$ cat src/sv/wbml_pkg.sv
// wbml_pkg: shared types and constants of the weighted book move lookup
// used by the controller, the datapath and the top level
// depends on nothing
`default_nettype none

package wbml_pkg;

  // field widths fixed by the item format
  localparam int unsigned KEY_W         = 64;
  localparam int unsigned MOVE_W        = 16;
  localparam int unsigned WEIGHT_W      = 16;
  localparam int unsigned SLOT_W        = 12;
  localparam int unsigned SQUARE_W      = 6;
  localparam int unsigned TOTAL_W       = 28;
  localparam int unsigned SEED_W        = 31;
  localparam int unsigned ENTRY_COUNT_W = 13;
  localparam int unsigned CFG_DATA_W    = 31;
  localparam int unsigned RAND_BIT_W    = 5;

  // saturation value of the reported weight sum
  localparam logic [TOTAL_W-1:0] WEIGHT_SAT = 28'hFFFFFFF;

  // seed value after reset
  localparam logic [SEED_W-1:0] SEED_RESET = 31'd1;

  // lfsr taps for x^31 + x^28 + 1
  localparam int unsigned LFSR_TAP_HI = 30;
  localparam int unsigned LFSR_TAP_LO = 27;

  // packed move fields
  localparam logic [2:0] FIELD_MASK3 = 3'b111;
  localparam logic [2:0] FILE_A      = 3'd0;
  localparam logic [2:0] FILE_C      = 3'd2;
  localparam logic [2:0] FILE_E      = 3'd4;
  localparam logic [2:0] FILE_G      = 3'd6;
  localparam logic [2:0] FILE_H      = 3'd7;

  // opcode of an input item
  typedef enum logic [0:0] {
    OP_LOAD  = 1'b0,
    OP_QUERY = 1'b1
  } op_e;

  // configuration register indexes
  typedef enum logic [0:0] {
    REG_ENTRY_COUNT = 1'b0,
    REG_RANDOM_SEED = 1'b1
  } cfg_reg_e;

  // result status codes
  typedef enum logic [1:0] {
    ST_FOUND       = 2'd0,
    ST_NO_ENTRY    = 2'd1,
    ST_ZERO_WEIGHT = 2'd2,
    ST_EMPTY       = 2'd3
  } status_e;

  // status register update requested by the controller
  typedef enum logic [1:0] {
    STAT_NONE     = 2'd0,
    STAT_EMPTY    = 2'd1,
    STAT_ZERO     = 2'd2,
    STAT_SCAN_END = 2'd3
  } stat_op_e;

  // table read address source
  typedef enum logic [1:0] {
    RD_MID  = 2'd0,
    RD_LEFT = 2'd1,
    RD_NEXT = 2'd2
  } rd_sel_e;

  // controller states
  typedef enum logic [2:0] {
    S_IDLE     = 3'd0,
    S_SRCH     = 3'd1,
    S_SRCH_CMP = 3'd2,
    S_SCAN     = 3'd3,
    S_MOD      = 3'd4,
    S_SEL      = 3'd5,
    S_RESULT   = 3'd6
  } fsm_state_e;

  // one table entry
  typedef struct packed {
    logic [KEY_W-1:0]    key;
    logic [MOVE_W-1:0]   move;
    logic [WEIGHT_W-1:0] weight;
  } entry_t;

  // commands from controller to datapath
  typedef struct packed {
    logic     load;
    logic     q_init;
    logic     srch_upd;
    logic     rd_en;
    rd_sel_e  rd_sel;
    logic     pos_init;
    logic     scan_step;
    logic     mod_step;
    logic     sel_step;
    stat_op_e stat_op;
    logic     out_load;
  } cmd_t;

  // status from datapath to controller
  typedef struct packed {
    logic n_zero;
    logic lt;
    logic key_eq;
    logic w_zero;
    logic mod_last;
    logic more;
    logic out_free;
  } sts_t;

endpackage

`default_nettype wire

$ cat src/sv/wbml_ctrl.sv
// wbml_ctrl: controller state machine of the book move lookup
// sequences load, binary search, match scan, remainder steps and result
// depends on wbml_pkg
`default_nettype none

module wbml_ctrl (
  input  wire logic           clk_i,
  input  wire logic           rst_ni,
  input  wire logic           in_valid_i,
  input  wire logic           in_opcode_i,
  output logic                in_ready_o,
  input  wbml_pkg::sts_t      sts_i,
  output wbml_pkg::cmd_t      cmd_o
);

  wbml_pkg::fsm_state_e state_q, state_d;

  // state register
  always_ff @(posedge clk_i or negedge rst_ni) begin
    if (!rst_ni) begin
      state_q <= wbml_pkg::S_IDLE;
    end else begin
      state_q <= state_d;
    end
  end

  // next state and commands
  always_comb begin
    state_d    = state_q;
    cmd_o      = '0;
    in_ready_o = 1'b0;
    unique case (state_q)
      wbml_pkg::S_IDLE: begin
        in_ready_o = 1'b1;
        if (in_valid_i) begin
          if (in_opcode_i == wbml_pkg::OP_QUERY) begin
            cmd_o.q_init = 1'b1;
            if (sts_i.n_zero) begin
              cmd_o.stat_op = wbml_pkg::STAT_EMPTY;
              state_d       = wbml_pkg::S_RESULT;
            end else begin
              state_d = wbml_pkg::S_SRCH;
            end
          end else begin
            cmd_o.load = 1'b1;
          end
        end
      end
      // probe the middle slot, or fetch the lower bound when the range is closed
      wbml_pkg::S_SRCH: begin
        cmd_o.rd_en = 1'b1;
        if (sts_i.lt) begin
          cmd_o.rd_sel = wbml_pkg::RD_MID;
          state_d      = wbml_pkg::S_SRCH_CMP;
        end else begin
          cmd_o.rd_sel   = wbml_pkg::RD_LEFT;
          cmd_o.pos_init = 1'b1;
          state_d        = wbml_pkg::S_SCAN;
        end
      end
      wbml_pkg::S_SRCH_CMP: begin
        cmd_o.srch_upd = 1'b1;
        state_d        = wbml_pkg::S_SRCH;
      end
      // check the fetched entry of the run
      wbml_pkg::S_SCAN: begin
        if (!sts_i.key_eq) begin
          cmd_o.stat_op = wbml_pkg::STAT_SCAN_END;
          state_d       = wbml_pkg::S_RESULT;
        end else if (sts_i.w_zero) begin
          cmd_o.stat_op = wbml_pkg::STAT_ZERO;
          state_d       = wbml_pkg::S_RESULT;
        end else begin
          cmd_o.scan_step = 1'b1;
          state_d         = wbml_pkg::S_MOD;
        end
      end
      wbml_pkg::S_MOD: begin
        cmd_o.mod_step = 1'b1;
        if (sts_i.mod_last) begin
          state_d = wbml_pkg::S_SEL;
        end
      end
      // take the pick decision, then fetch the next slot or finish
      wbml_pkg::S_SEL: begin
        cmd_o.sel_step = 1'b1;
        if (sts_i.more) begin
          cmd_o.rd_en  = 1'b1;
          cmd_o.rd_sel = wbml_pkg::RD_NEXT;
          state_d      = wbml_pkg::S_SCAN;
        end else begin
          cmd_o.stat_op = wbml_pkg::STAT_SCAN_END;
          state_d       = wbml_pkg::S_RESULT;
        end
      end
      wbml_pkg::S_RESULT: begin
        if (sts_i.out_free) begin
          cmd_o.out_load = 1'b1;
          state_d        = wbml_pkg::S_IDLE;
        end
      end
      default: begin
        state_d = wbml_pkg::S_IDLE;
      end
    endcase
  end

endmodule

`default_nettype wire

$ cat config.mk
export PLATFORM = sky130hd
export DESIGN_NAME = wbml_ctrl
export DESIGN_NICKNAME = d
export VERILOG_FILES = /design/src/sv/wbml_pkg.sv /design/src/sv/wbml_ctrl.sv
export SDC_FILE = /design/constraint.sdc
export NUM_CORES = 1
export LEC_CHECK = 0
export ABC_CLOCK_PERIOD_IN_PS = 1130
export BUFFER_PORTS_ARGS = -buffer_cell sky130_fd_sc_hd__clkbuf_2
export CAP_MARGIN = 5
export CORE_AREA = 3 3 40 42
export DETAILED_ROUTE_END_ITERATION = 10
export DIE_AREA = 0 0 43 45
export GPL_TIMING_DRIVEN = 0
export HOLD_SLACK_MARGIN = 0.1
export PLACE_DENSITY = 0.59
export REMOVE_ABC_BUFFERS = 1
export SLEW_MARGIN = 25
export SYNTH_ARGS = -nofsm -noshare
export SYNTH_HDL_FRONTEND = slang
export SYNTH_SLANG_ARGS = --single-unit
$ cat constraint.sdc
create_clock -name clk_i -period 1.13 [get_ports clk_i]
set_input_delay 0.226 -clock clk_i [delete_from_list [all_inputs] [get_ports clk_i]]
set_output_delay 0.226 -clock clk_i [all_outputs]
set_load 0.02 [all_outputs]
; Word-level counts from Yosys, hierarchy flattened
; Index checks and enable logic that the tools add are counted.
[word_totals]
ff_bits = 3
input_bits = 11
out_inout_bits = 14
elab_cells = 48
[classes]
muxes = 35
eq_ne = 10
n_reduce_logical = 2
[ops]
columns = cell, count
row1 = 3-bit two-way mux, 8
row2 = 3-bit one-hot mux with 7 select lines, 1
row3 = 1-bit two-way mux, 18
row4 = 2-bit two-way mux, 6
row5 = "3-bit == test, second input constant", 3
row6 = "2-bit inequality test, second input constant", 4
row7 = "3-bit by 2-bit == test with 1-bit output, second input constant", 2
row8 = 2-bit one-hot mux with 3 select lines, 1
row9 = 3-bit one-hot mux with 2 select lines, 1
row10 = 4-bit AND reduction, 1
row11 = "3-bit by 1-bit == test with 1-bit output, second input constant", 1
row12 = 3-bit zero test, 1

; Longest topological paths before layout
[depth]
ltp_word = 4
depth_mapped = 5

; Worst setup path after synthesis
; No wires, ideal clock.
[synth_timing]
path_kind = reg-to-output
startpoint = register state_q[0]
endpoint = output cmd_o[1] in the netlist's numbering
required_ns = 0.904
path_buffers = 0
arrival_time_ns = 1.667
path_stages_with_launch = 5
path_slack_ns = -0.763
path_cell_list = dfrtp_1 nor3_1 and3_1 nand2_1 nand2_1
[synth_rtl]
columns = item, line_no
row1 = from (decl), wbml_ctrl.sv:16  ; wbml_pkg::fsm_state_e state_q, state_d;
row2 = from (signal assigned), wbml_ctrl.sv:21  ; state_q <= wbml_pkg::S_IDLE;
row3 = from (signal assigned), wbml_ctrl.sv:23  ; state_q <= state_d;
row4 = to (decl), wbml_ctrl.sv:13  ; output wbml_pkg::cmd_t cmd_o

==> impl_metrics.tcl <==
set metrics [dict create \
    dieArea_um2 1935 \
    slowest_stage "dfrtp_2" \
    grt.overflow.total 0 \
    tightest_slew_ps 235.2 \
    worstHoldPathType "in2reg" \
    fillers 122 \
    grt.busiest_layer "met2" \
    cts_tree "done" \
    met1_usage 0.1671 \
    powerDensity_nw_per_um2 2836 \
    hold_end "state_q[1]" \
    via_per_inst 5.000 \
    area_delta_synth_final_pct 143.6 \
    clock.fmax_ghz 0.6215 \
    final-setup-viol-count 17 \
    required_ps 900 \
    period_share 1.424 \
    crit_top_cell "nand2_2" \
    finalWirelength_mm 1.436 \
    yosysSeqAreaShare 0.2256 \
    synth_area_per_cell_um2 6.526 \
    grt_max_degree 8 \
    numCtsBuffers 3 \
    die_height_um 45 \
    relSlewSlack 0.8432 \
    cp_top_family "simple AND/OR/NAND/NOR gates" \
    syn_inst 51 \
    p_leak_nw 0.3768 \
    routabilityCongestion 0.7090 \
    multiInputGateArea_um2 344.1 \
    finalHoldViolCount 0 \
    violations "setup timing" \
    crit_chain "nor3_4 -> and3_4 -> nand2_2 -> nand2_2 -> buf_8" \
    largest_reg_flops 3 \
    cp_max_fo 6 \
    slowest_delay_ps 470 \
    path_class "reg2out" \
    irDropWorstVdd_mv 1.417 \
    dp.final_hpwl_um 712.7 \
    globalRouteMet3Util 0.05179 \
    fin_skew_ps 1.289 \
    setup_tns_ps -5883 \
    drtPass1Iterations 4 \
    cts-htree-levels 1 \
    vias 525 \
    clk_latency_ps 240 \
    end_kind "primary output" \
    maxCapViolations 0 \
    reg_top3 "state_q x3" \
    rr_startpoint "state_q[2]" \
    route.detailed.drc 0 \
    first_global_vias 507 \
    die_w_um 43 \
    num_rows 13 \
    r2r_slack_ps -300 \
    initialDrtViolationCount 7 \
    port_buffers 24 \
    root_buffer "clkbuf_4" \
    synth_warnings 0 \
    holdCritStartpoint "sts_i[0]" \
    final-max-slew-violation-count 0 \
    finalNetCount 102 \
    initial_utilization 0.2590 \
    fin_ws_ps -479.1 \
    synth.distinct_cells 20 \
    antenna_left 0 \
    clk_pin_slew_worst_paths_ps 40 \
    n_antenna_cell 0 \
    avgRoutedWirePerCell_um 13.68 \
    gr-usage-met2 0.2455 \
    core-area_um2 1285 \
    status "finished, violations left" \
    regMostFlops "state_q" \
    grtUsageTotal 0.1435 \
    arrival_ps 1380 \
    crit_path_start_kind "flop" \
    rsz0062_at_grt "true" \
    min_period_ps 1609 \
    antenna_found_initial 0 \
    num_io_pins 25 \
    synth_area_um2 332.8 \
    drive_gt1_frac 0.6889 \
    grt_pass1_wl_mm 2.097 \
    cts.path.max_buffers 2 \
    r2r_cells 5 \
    pre_cts_ws_ps -549.7 \
    path_buf_inv 1 \
    holdPathStages 2 \
    ys_ff_latch 3 \
    clock-sinks 3 \
    final-seq-area_um2 78.83 \
    reg2reg_to "state_q[0]" \
]
==> where the power goes <==
part | switching, mW | internal [mW] | leakage (nW)
Sequential | 0.141 | 0.173 | 0.0336
Clock | 0.0584 | 0.132 | 0.0150
Combinational | 0.831 | 0.963 | 0.328
Total | 1.03 | 1.27 | 0.377
==> cell type report <==
cell class                 count  area share
multi-input combinational     43      0.4244
sequential                     3     0.09722
tap                           15     0.02315
clock buffer                   4     0.03241
inverter                       2     0.01235
timing repair buffer          38      0.4105
==> synthesized netlist by cell type <==
cell       instances  area share
nor2_1             7       0.079
nor3_1             6       0.090
a21oi_1            5       0.075
nand2_1            5       0.056
o21ai_0            4       0.060
dfrtp_1            3        0.23
nand2b_1           3       0.056
nor2b_1            3       0.056
and2_1             2       0.038
and3_1             2       0.038
buf_2              2       0.030
a221o_1            1       0.030
a2bb2oi_1          1       0.026
and4b_1            1       0.030
clkbuf_1           1       0.011
inv_1              1       0.011
inv_2              1       0.011
nor4bb_1           1       0.030
o22a_1             1       0.026
o22ai_1            1       0.019
==> routing by layer <==
metal / share of wire / vias up
met5: 0 / -
met3: 0.075 / 0
met1: 0.39 / 244
met4: 0 / 0
met2: 0.53 / 24
li1: - / 257
==> cell usage in the layout, fill, tap and decap left out, types with 2 or more instances in the layout <==
| cell | instances |
|---|---|
| buf_4 | 14 |
| clkbuf_2 | 10 |
| buf_6 | 7 |
| nor2_1 | 6 |
| buf_8 | 5 |
| nor3_4 | 3 |
| a21oi_1 | 3 |
| nand2_1 | 3 |
| o21ai_0 | 3 |
| clkbuf_4 | 3 |
| dfrtp_2 | 3 |
| nand2b_4 | 2 |
| and3_4 | 2 |
| and2_4 | 2 |
| nor3_2 | 2 |
| a21oi_2 | 2 |
| nor2b_1 | 2 |
| nand2_2 | 2 |
==> worst max-delay path by stage <==
stage / start / to / cells after the start
floorplan: state_q[0] / cmd_o[1] / 4
global placement: state_q[2] / cmd_o[1] / 5
detailed placement: state_q[2] / cmd_o[1] / 5
CTS: state_q[2] / cmd_o[1] / 5
global route: state_q[1] / cmd_o[5] / 4
finish: state_q[2] / cmd_o[1] / 5
==> kinds of logic (layout without fill, tap and decap cells) <==
logic type / Yosys count / count (layout) / share of synthesized area
buffers and inverters: 5 / 44 / 0.06388
DFF: 3 / 3 / 0.2256
AOI/OAI and AO/OA: 13 / 13 / 0.2369
and+or+nand+nor: 30 / 30 / 0.4737
==> metrics by stage <==
| step | hold WS, ps | util | cells | instance area (µm²) | total power, mW |
|---|---|---|---|---|---|
| after floorplan | -69.59 | - | 48 | 319.1 | 0.8988 |
| after global placement | 23.61 | 0.3564 | 87 | 457.9 | 1.154 |
| after detailed placement | 26.19 | 0.3564 | 87 | 457.9 | 1.162 |
| after CTS | 209.1 | 0.5531 | 101 | 710.7 | 1.965 |
| after global routing | 239.5 | 0.6310 | 105 | 810.8 | 2.456 |
| final | 229.8 | 0.6310 | 105 | 810.8 | 2.299 |
==> repair_timing <==
action                                  4_1_cts  5_1_grt
setup buffers                                 9        4
gates resized for setup                      37       31
endpoints found under the hold margin         3        0
hold buffers                                  1        0
endpoints found under the setup margin       17       17
pin swaps                                     5        6
No activity file was read; power rests on OpenSTA's default activity.
